$ cat config.mk
export PLATFORM = sky130hd
export DESIGN_NAME = bda_controller
export DESIGN_NICKNAME = d
export VERILOG_FILES = /design/src/hdl/bda_pkg.sv /design/src/hdl/bda_controller.sv
export SDC_FILE = /design/constraint.sdc
export NUM_CORES = 1
export LEC_CHECK = 0
export ABC_AREA = 0
export BUFFER_PORTS_ARGS = -buffer_cell sky130_fd_sc_hd__buf_2
export CORE_AREA = 5 5 42 44
export CTS_BUF_LIST = sky130_fd_sc_hd__clkbuf_8
export CTS_CLUSTER_DIAMETER = 80
export DETAILED_ROUTE_END_ITERATION = 8
export DIE_AREA = 0 0 47 49
export GPL_TIMING_DRIVEN = 0
export PLACE_DENSITY = 0.46
export SLEW_MARGIN = 10
export SYNTH_ARGS = -nofsm -noshare
export SYNTH_HDL_FRONTEND = slang
export SYNTH_SLANG_ARGS = --single-unit
$ cat constraint.sdc
create_clock -name clk -period 2.4 [get_ports clk]
set_input_delay 0.36 -clock clk [delete_from_list [all_inputs] [get_ports clk]]
set_output_delay 0.36 -clock clk [all_outputs]
set_load 0.005 [all_outputs]
$ cat src/hdl/bda_pkg.sv
// Shared types and constants for the buddy allocator.
`default_nettype none

package bda_pkg;

    localparam int REQ_W      = 12;
    localparam int OFF_W      = 9;
    localparam int RP_W       = REQ_W + 1;
    localparam int S_TDATA_W  = 24;
    localparam int M_TDATA_W  = 16;
    localparam int M_PAD_W    = M_TDATA_W - OFF_W - 1;

    localparam logic CMD_ALLOC = 1'b0;
    localparam logic CMD_FREE  = 1'b1;

    localparam logic STATUS_OK   = 1'b0;
    localparam logic STATUS_FAIL = 1'b1;

    typedef enum logic [2:0] {
        OP_IDLE,
        OP_CLEAR,
        OP_ACHK,
        OP_DESC,
        OP_CLIMB,
        OP_ASC,
        OP_FIN
    } dp_op_t;

    typedef struct packed {
        dp_op_t op;
        logic   load;
    } dp_ctrl_t;

    typedef struct packed {
        logic clr_last;
        logic fail;
        logic more;
        logic nonzero;
        logic idx_root;
        logic parent_root;
        logic is_free;
        logic off_bad;
        logic out_busy;
    } dp_stat_t;

endpackage

`default_nettype wire

$ cat src/hdl/bda_controller.sv
// Sequencer for clearing, allocate descent, free climb and ancestor update.
`default_nettype none

module bda_controller (
    input  wire logic              clk,
    input  wire logic              rst_n,
    input  wire logic              in_valid,
    output logic                   in_ready,
    input  wire bda_pkg::dp_stat_t stat,
    output bda_pkg::dp_ctrl_t      ctrl
);

    typedef enum logic [2:0] {
        ST_CLEAR,
        ST_IDLE,
        ST_ACHK,
        ST_DESC,
        ST_CLIMB,
        ST_ASC,
        ST_FIN
    } state_t;

    state_t state_reg, state_next;

    always_comb
    begin
        state_next = state_reg;
        ctrl.load  = 1'b0;
        ctrl.op    = bda_pkg::OP_IDLE;
        case (state_reg)
            ST_CLEAR:
            begin
                ctrl.op = bda_pkg::OP_CLEAR;
                if (stat.clr_last)
                    state_next = ST_IDLE;
            end
            ST_IDLE:
            begin
                ctrl.op = bda_pkg::OP_IDLE;
                if (in_valid)
                begin
                    ctrl.load = 1'b1;
                    if (!stat.is_free)
                        state_next = ST_ACHK;
                    else if (stat.off_bad)
                        state_next = ST_FIN;
                    else
                        state_next = ST_CLIMB;
                end
            end
            ST_ACHK:
            begin
                ctrl.op = bda_pkg::OP_ACHK;
                if (stat.fail)
                    state_next = ST_FIN;
                else if (stat.more)
                    state_next = ST_DESC;
                else if (stat.idx_root)
                    state_next = ST_FIN;
                else
                    state_next = ST_ASC;
            end
            ST_DESC:
            begin
                ctrl.op = bda_pkg::OP_DESC;
                if (!stat.more)
                    state_next = ST_ASC;
            end
            ST_CLIMB:
            begin
                ctrl.op = bda_pkg::OP_CLIMB;
                if (stat.idx_root)
                    state_next = ST_FIN;
                else if (!stat.nonzero)
                    state_next = ST_ASC;
            end
            ST_ASC:
            begin
                ctrl.op = bda_pkg::OP_ASC;
                if (stat.parent_root)
                    state_next = ST_FIN;
            end
            ST_FIN:
            begin
                ctrl.op = bda_pkg::OP_FIN;
                if (!stat.out_busy)
                    state_next = ST_IDLE;
            end
            default:
            begin
                state_next = ST_IDLE;
            end
        endcase
    end

    assign in_ready = (state_reg == ST_IDLE);

    always_ff @(posedge clk or negedge rst_n)
    begin
        if (!rst_n)
            state_reg <= ST_CLEAR;
        else
            state_reg <= state_next;
    end

endmodule

`default_nettype wire

==> out/metrics.cfg, run 1 <==
[timing]
setup_violations=0
clock_skew_ps=3.44
tightest_slew_ps=446
hold_violations=0
whs_ps=466
clock.fmax_mhz=539
tns_ps=0
min_period_ps=1850
slew_violations=0
timing.final.crit_share_pct=77.3
slew_headroom_pct=69.9
rsz0062_at_grt=false

[placement]
routabilityCongestion=0.801
hpwl_um=760
dp.cells=78
placed_cell_area_um2=445
port_buffers=16

[worst_setup_path]
r2r_cells=4
r2r_start=state_reg[0]
critPathKind=register to output port
critPathLaunchType=register
path_max_fanout=10
arrival_ps=1490
cp_data_required_time_ps=2040
crit_path_end=ctrl[0]
r2r_end=state_reg[1]
cp-end-kind=output port
r2r_slack_ps=870
startpoint=state_reg[0]

[clock_tree]
ctsRootBufferMaster=clkbuf_8
clk_pin_slew_ps=30
cts_tree=built
cts-resized-gates=0
clockBufferDepth=2
htree_levels=1
cts_setup_buffers=0
cts_buffers=3
clock_latency_ps=220
clock-sinks=3

[floorplan]
ios=17
dieArea_um2=2300
fp.dieW_um=47
fp-row-count=14
start_util_pct=24.6
core_area_um2=1400
chipHeight_um=49

[cells_and_area]
largest_register_ffs=3
layout.cells.most_common=buf_2
nets=80
drive_above_1_share_pct=34.3
layout_common_cells=buf_2 (18), inv_1 (4), a21oi_1 (4), nand3_1 (4)
fillCellCount=165
final_area_um2=500
diodes=0
instances_no_fill=83
area_growth_pct=44.9

[logic_synthesis]
synthAdderAreaFrac_pct=0
synth_area_um2=345
post_synth.cell_area_avg_um2=7.51
synth_top_family_by_area=compound AO/OA/AOI/OAI gates
ys_warn_count=0
synth_cell_types=28
synthMuxAreaShare_pct=9.06
synth_compound_area_share_pct=32.2
yosys.area_share.simple_pct=27.2
synthXorXnorAreaFrac_pct=2.54
synthesis.instances=46
ys_ff_latch=3
ys_seq_area_share_pct=21.7
syn_nets=58

[power]
power_density_nw_per_um2=1350
vdd_drop_max_mv=0.652
p_total_uw=673
cellLeakagePower_uw=0.000239

[routing]
drt_iter0_markers=9
via_per_inst=5.11
dr.pass1.iters=2
final_antenna_net_count=0
vias=424
wl_um=983
route.detailed.drc=0
wl_per_cell_um=11.8

[global_routing]
grt_max_degree=11
grt_pass1_vias=391
track_usage_pct=9.88
overflow=0
grt_pass1_wl_mm=1.65
antenna_found_initial=0

[hold_path]
hold_class=input port to asynchronous set/reset pin

[outcome]
status=finished, final reports clean

[run]
drv_cap=0

## cells by family (layout without fill, tap and decap cells)
family,Yosys count,count (layout)
compound gates,16,16
mux,3,3
flops,3,3
buf+inv,6,27
simple gates,17,17
xor+xnor,1,1
## power by group
| group | switching (µW) | internal, µW | leakage, µW |
|---|---|---|---|
| sequential | 37.8 | 79.1 | 0.0000352 |
| clock | 32.0 | 109 | 0.0000269 |
| combinational | 223 | 193 | 0.000177 |
## through the flow
step | worst slack [ps] | util (%)
2_1_floorplan | 977 | -
3_3_place_gp | 778 | 31.8
3_5_place_dp | 751 | 31.8
4_1_cts | 529 | 35.7
5_1_grt | 400 | 35.7
6_report | 545 | 35.7
## cell usage after synthesis
master    instances  area [µm²]
a211oi_1          1        7.51
a21boi_0          1        7.51
a21oi_1           4        20.0
a31oi_1           1        6.26
a32oi_2           1        16.3
and2_1            1        6.26
buf_2             2        10.0
clkbuf_1          1        3.75
dfrtp_1           3        75.1
inv_1             3        11.3
mux2_2            1        11.3
mux2i_1           2        20.0
nand2_1           3        11.3
nand2b_1          1        6.26
nand3_1           4        20.0
nand3b_1          2        15.0
nor2_1            2        7.51
nor2b_1           1        6.26
nor3_1            1        5.00
nor3b_1           1        7.51
o211ai_1          1        7.51
o21a_1            1        7.51
o21ai_0           3        15.0
o22a_1            1        8.76
o22ai_1           1        6.26
o311ai_0          1        8.76
or3b_1            1        8.76
xor2_1            1        8.76
## timing repair
| item | CTS | global route |
|---|---|---|
| hold endpoints to repair | 3 | 0 |
| hold buffers | 1 | 0 |
| setup endpoints to repair | 0 | 0 |
## worst min path at each step
stage | end | from | slack (ps) | cells after the start
floorplan | state_reg[0] | rst_n | 60 | 0
global placement | state_reg[1] | rst_n | 160 | 1
detailed placement | state_reg[0] | rst_n | 160 | 1
CTS | state_reg[2] | rst_n | 470 | 2
global route | state_reg[2] | rst_n | 490 | 2
finish | state_reg[2] | rst_n | 470 | 2
## final cells by class
type | instances | area (µm²) | share of cell area (%)
clock inverter | 1 | 3.75 | 0.750
timing repair buffer | 17 | 90.1 | 18.0
tap | 16 | 20.0 | 4.00
inverter | 3 | 11.3 | 2.25
clock buffer | 3 | 41.3 | 8.25
buffer | 3 | 13.8 | 2.75
sequential | 3 | 75.1 | 15.0
multi-input combinational | 37 | 245 | 49.0
## critical path: stages, from the launching register on
cell     delay (ps)
dfrtp_1         440
buf_2           260
inv_1            80
nor3_1          240
and2_1          160
buf_2           100
## routing by layer
layer / track usage, % / vias to the layer above / routed length (µm)
met1: 12.6 / 196 / 457
met2: 14.5 / 15 / 434
li1: - / 213 / -
met5: 0 / - / 0
met4: 1.38 / 0 / 0
met3: 5.90 / 0 / 91
Note: power is estimated with default switching activity, not from simulation.
==> run 2: changes to the inputs <==
- PLACE_DENSITY: 0.46 -> 0.48
- clock period: 2.4 -> 1.5 ns (I/O delays scaled with it)
==> run 2 against run 1 <==
- register-to-register slack worse by 890 ps
- wire length up 15%
- the run now ends with setup timing left
- non-clock buffer count up 4
- power up 94%
==> out/metrics.cfg, run 2 (same netlist as run 1, synthesis figures left out) <==
[outcome]
status=complete, but fails checks
violations=setup timing

[routing]
wl_met2_um=534  ; +23%
dr.pass1.iters=4  ; +2
route.detailed.drc=0  ; unchanged
final_antenna_net_count=0  ; unchanged
wl_per_cell_um=13.0  ; +9.6%
drt_iter0_markers=12  ; +3
wl_mm=1.13  ; +15%
dr_wl_met3_um=86  ; -5.5%
via_per_inst=5.10  ; about the same
vias=444  ; +4.7%
drt-met1-wl_um=508  ; +11%
routed.top_layer=met3

[floorplan]
start_util_pct=24.6  ; unchanged
core_area_um2=1400  ; unchanged
ios=17  ; unchanged
chipHeight_um=49  ; unchanged
dieArea_um2=2300  ; unchanged
fp.dieW_um=47  ; unchanged
fp-row-count=14  ; unchanged

[worst_setup_path]
arrival_ps=1620  ; +130 ps
critPathLaunchType=register
r2r_slack_ps=-20  ; -890 ps
cp-end-kind=register
r2r_end=state_reg[1]
r2r_start=state_reg[0]
r2r_cells=4  ; unchanged
path_max_fanout=6  ; -4
critPathKind=register to register
cp_data_required_time_ps=1590  ; -450 ps

[clock_tree]
clockBufferDepth=2  ; unchanged
htree_levels=1  ; unchanged
clock_latency_ps=210  ; about the same
clk_pin_slew_ps=30  ; about the same
cts_buffers=3  ; unchanged
clock-sinks=3  ; unchanged
ctsRootBufferMaster=clkbuf_8
cts_tree=built

[timing]
hold_violations=0  ; unchanged
slew_headroom_pct=67.6  ; -2.3 points
timing.final.crit_share_pct=101
setup_ws_ps=-20.9  ; -566 ps
clock.fmax_mhz=657
clock_skew_ps=3.08  ; -0.363 ps
min_period_ps=1520
setup_violations=1  ; +1
rsz0062_at_grt=true
tightest_slew_ps=479  ; +33.3 ps
slew_violations=0  ; unchanged
tns_ps=-20.9  ; -20.9 ps

[cells_and_area]
layout_common_cells=buf_2 (16), inv_1 (4), nand3_1 (4), buf_4 (4)
instances_no_fill=87  ; +4.8%
largest_register_ffs=3  ; unchanged
area_growth_pct=66.7
diodes=0  ; unchanged
layout.cells.most_common=buf_2
final_area_um2=576  ; +15%
nets=84  ; +5.0%
drive_above_1_share_pct=46.5  ; +12 points

[global_routing]
grt_pass1_wl_mm=1.72  ; +4.2%
grt_max_degree=11  ; unchanged
antenna_found_initial=0  ; unchanged
overflow=0  ; unchanged
track_usage_pct=9.81  ; -0.071 points
grt_pass1_vias=416  ; +6.4%

[power]
p_total_uw=1300  ; +94%
cellLeakagePower_uw=0.000267  ; +12%
vdd_drop_max_mv=1.20  ; +84%
power_density_nw_per_um2=2260  ; +68%

[placement]
port_buffers=16  ; unchanged
dp.cells=78  ; unchanged
routabilityCongestion=0.728  ; -9.1%
placed_cell_area_um2=445  ; unchanged
hpwl_um=772  ; +1.6%

[run]
drv_cap=0  ; unchanged

[hold_path]
hold_class=input port to asynchronous set/reset pin

==> run 2: critical path, cell delays in order, from the launching register on <==
cell and delay, ps:
dfrtp_2 440, or3b_4 400, a32oi_4 290, a21oi_2 80
o22a_1 190
==> run 2: layer usage <==
metal,vias up,GRT usage (%)
met5,-,0
met2,14,14.7
met3,0,4.80
met4,0,0
li1,222,-
met1,208,13.5
==> run 2: cell type report <==
type	count	area, µm²
plain buffers	3	30.0
clock buffers	3	41.3
flip-flops and latches	3	76.3
fillers	152	826
inverters	3	11.3
multi-input cells	37	273
repair buffers	21	120
clock inverters	1	3.75
well taps	16	20.0
==> run 2: how the worst max path moves through the flow <==
stage                 startpoint           end  slack, ps  cells after the start
finish              state_reg[0]  state_reg[1]        -20                      4
floorplan           state_reg[0]  state_reg[1]        120                      4
CTS                 state_reg[0]  state_reg[1]        -10                      4
global placement    state_reg[0]  state_reg[1]        -20                      4
detailed placement  state_reg[0]       ctrl[0]        -20                      5
global route        state_reg[0]  state_reg[1]        -60                      4
==> run 2: power breakdown <==
| part | internal [µW] | switching [µW] | leakage, µW |
|---|---|---|---|
| registers | 129 | 53.6 | 0.0000343 |
| logic | 452 | 443 | 0.000206 |
| clock network | 174 | 51.4 | 0.0000269 |
| total | 756 | 548 | 0.000267 |
==> run 2: per-stage QoR <==
step	setup WS, ps	hold slack (ps)	utilization, %
floorplan	116	-70.6	-
global placement	-18.2	23.5	31.8
detailed placement	-21.9	25.5	31.8
CTS	-10.6	332	38.5
global route	-64.4	353	41.1
finish	-20.9	337	41.1
==> run 2: what timing repair did <==
| item | CTS | global route |
|---|---|---|
| resized for setup | 6 | 8 |
| endpoints found under the hold margin | 3 | 0 |
| pin swaps | 0 | 7 |
| hold buffers | 1 | 0 |
| setup buffers | 3 | 1 |
| cloned | 0 | 0 |
| endpoints found under the setup margin | 5 | 4 |
==> run 3: changes to the inputs <==
- ABC_AREA: 0 -> 1
- PLACE_DENSITY: 0.48 -> 0.54
==> run 3 against run 2 <==
- the run now ends clean
- power fell by 5.2%
- highest routed layer is now met4
- critical path type is now register to output port
- flip-flop and latch count did not move
- global-route usage up 0.76 points
- utilization is 0.36 points higher
- combinational power is 2.8% lower
- worst setup slack improved by 120 ps
- wire length shrank 3.0%
- via count grew 17%
==> out/metrics.cfg, run 3 <==
[global_routing]
grt_pass1_wl_mm=1.82  ; +6.0%
overflow=0  ; unchanged
grt_pass1_vias=482  ; +16%
antenna_found_initial=0  ; unchanged
grt_max_degree=11  ; unchanged
track_usage_pct=10.6  ; +0.76 points

[worst_setup_path]
r2r_slack_ps=330  ; +350 ps
critPathKind=register to output port
r2r_start=state_reg[2]
r2r_end=state_reg[1]
r2r_cells=7  ; +3
cp_data_required_time_ps=1270  ; -320 ps
slowest_delay_ps=360  ; -80 ps
path_max_fanout=9  ; +3
startpoint=state_reg[2]
arrival_ps=1170  ; -450 ps
cp-end-kind=output port
crit_chain=buf_6, inv_2, nand3_2, nand3_1, buf_2
cpMaxStageDelayCell=dfrtp_1
critPathLaunchType=register

[timing]
clock_skew_ps=2.92  ; -0.158 ps
slew_violations=0  ; unchanged
tightest_slew_ps=154  ; -325 ps
slew_headroom_pct=89.7  ; +22 points
clock.fmax_mhz=716  ; +9.0%
setup_violations=0  ; -1
whs_ps=331  ; -5.57 ps
min_period_ps=1400  ; -125 ps
hold_violations=0  ; unchanged
tns_ps=0  ; +20.9 ps
timing.final.crit_share_pct=93.1  ; -8.3 points
rsz0062_at_grt=false

[logic_synthesis]
post_synth.cell_area_avg_um2=5.68  ; -24%
synthesis.instances=74  ; +61%
yosysTopAreaCellShare_pct=21.4  ; -0.31 points
ys_async_sr_fraction_pct=100  ; unchanged
synthTopCellsByArea=nand2_1 (21%), dfrtp_1 (18%), nand3_1 (11%)
syn_nets=86  ; +48%
synthTopCellsByCount=nand2_1 (24), inv_1 (9), nand3_1 (9), nor2_1 (8), o21ai_0 (4)
ys_ff_latch=3  ; unchanged
synth_cell_types=16  ; -43%
synth_area_um2=420  ; +22%
ys_warn_count=0  ; unchanged
synth_enable_flop_cells=0  ; unchanged
synth_top_flop_cell=dfrtp_1
synth_most_common_cell=nand2_1
ys_seq_area_share_pct=17.9  ; -3.9 points
synth_top_area_cell=nand2_1

[clock_tree]
cts_buffers=3  ; unchanged
clock_latency_ps=210  ; about the same
clk_pin_slew_ps=30  ; about the same
cts_setup_buffers=0  ; -3
clockBufferDepth=2  ; unchanged
cts_tree=built
ctsRootBufferMaster=clkbuf_8
clock-sinks=3  ; unchanged
htree_levels=1  ; unchanged

[placement]
port_buffers=16  ; unchanged
hpwl_um=855  ; +11%
routabilityCongestion=0.842  ; +16%

[routing]
vias=520  ; +17%
via_per_inst=4.68  ; -8.2%
wl_mm=1.10  ; -3.0%
final_antenna_net_count=0  ; unchanged
drt_iter0_markers=10  ; -2
route.detailed.drc=0  ; unchanged
wl_per_cell_um=9.86  ; -24%
dr.pass1.iters=4  ; unchanged

[hold_path]
hold_class=input port to asynchronous set/reset pin

[floorplan]
ios=17  ; unchanged
core_area_um2=1400  ; unchanged
fp.dieW_um=47  ; unchanged
chipHeight_um=49  ; unchanged
dieArea_um2=2300  ; unchanged
fp-row-count=14  ; unchanged
start_util_pct=30.0  ; +5.4 points

[outcome]
status=finished, final reports clean

[power]
cellLeakagePower_uw=0.000346  ; +29%
power_density_nw_per_um2=2130  ; -6.0%
vdd_drop_max_mv=0.582  ; -52%

[cells_and_area]
drive_above_1_share_pct=31.6  ; -15 points
seq_area_um2=75.1  ; -1.6%
nets=108  ; +29%
area_growth_pct=38.1
layout.cells.most_common=nand2_1
diodes=0  ; unchanged
layout_common_cells=nand2_1 (24), buf_2 (16), inv_1 (10)
multi_input_area_um2=269  ; -1.4%
fillCellCount=175  ; +15%
largest_register_ffs=3  ; unchanged

[run]
drv_cap=0  ; unchanged

## run 3: cell count changes in the layout (fill, tap and decap cells not counted), sizes merged, moves of 3 or more
cell / delta
nand4: +3
nand2: +21
nor2: +9
nand3: +6
inv: +9
buf: -3
## run 3: per-stage QoR
| stage | utilization (%) | total power, µW | setup WS (ps) | instances | cell area [µm²] |
|---|---|---|---|---|---|
| 2_1_floorplan | - | 792 | 433 | 74 | 420 |
| 3_3_place_gp | 37.1 | 1010 | 276 | 106 | 520 |
| 3_5_place_dp | 37.1 | 1010 | 284 | 106 | 520 |
| 4_1_cts | 41.1 | 1240 | 57.0 | 111 | 576 |
| 5_1_grt | 41.4 | 1370 | 37.7 | 111 | 581 |
| 6_report | 41.4 | 1240 | 104 | 111 | 581 |
## run 3: kinds of logic (layout without fill, tap and decap cells)
| logic type | after synthesis | count (layout) | share of synthesized area (%) |
|---|---|---|---|
| AO/OA/AOI/OAI | 7 | 7 | 8.33 |
| flip-flops | 3 | 3 | 17.9 |
| buffers and inverters | 15 | 36 | 19.3 |
| AND/OR/NAND/NOR | 49 | 49 | 54.5 |
## run 3: worst max path at each step
stage                   end  depth (start not counted)
2_1_floorplan  state_reg[1]                          7
3_3_place_gp        ctrl[1]                          5
3_5_place_dp        ctrl[1]                          5
4_1_cts             ctrl[1]                          5
5_1_grt             ctrl[1]                          6
6_report            ctrl[1]                          5
## run 3: critical path: cells and delay by family, from the launching register on
| kind | cells | cell delay, ps |
|---|---|---|
| and+or+nand+nor | 2 | 210 |
| DFF | 1 | 360 |
| buffers and inverters | 3 | 390 |
## run 3: final cells by class
cell class                 instances  share of cell area (%)
multi-input combinational         56                    46.3
timing repair buffer              17                    15.5
sequential                         3                    12.9
inverter                          12                    8.19
clock buffer                       3                    7.11
buffer                             3                    5.82
tap                               16                    3.45
clock inverter                     1                   0.647
## run 3: metal layers
| metal | share of wire, % | wire [µm] | global-route usage [%] |
|---|---|---|---|
| met1 | 46 | 505 | 13.7 |
| met2 | 47 | 510 | 15.8 |
| met3 | 4.1 | 45 | 1.11 |
| met4 | 3.1 | 34 | 6.91 |
| met5 | 0 | 0 | 0 |
## run 3: where the power goes
part           switching (µW)  internal [µW]
clock                    49.3            174
combinational             525            345
sequential               16.0            127
total                     590            646
## run 3: what timing repair did
item	4_1_cts	5_1_grt
resized for setup	0	1
hold buffers	1	0
endpoints found under the hold margin	3	0
setup endpoints to repair	0	1
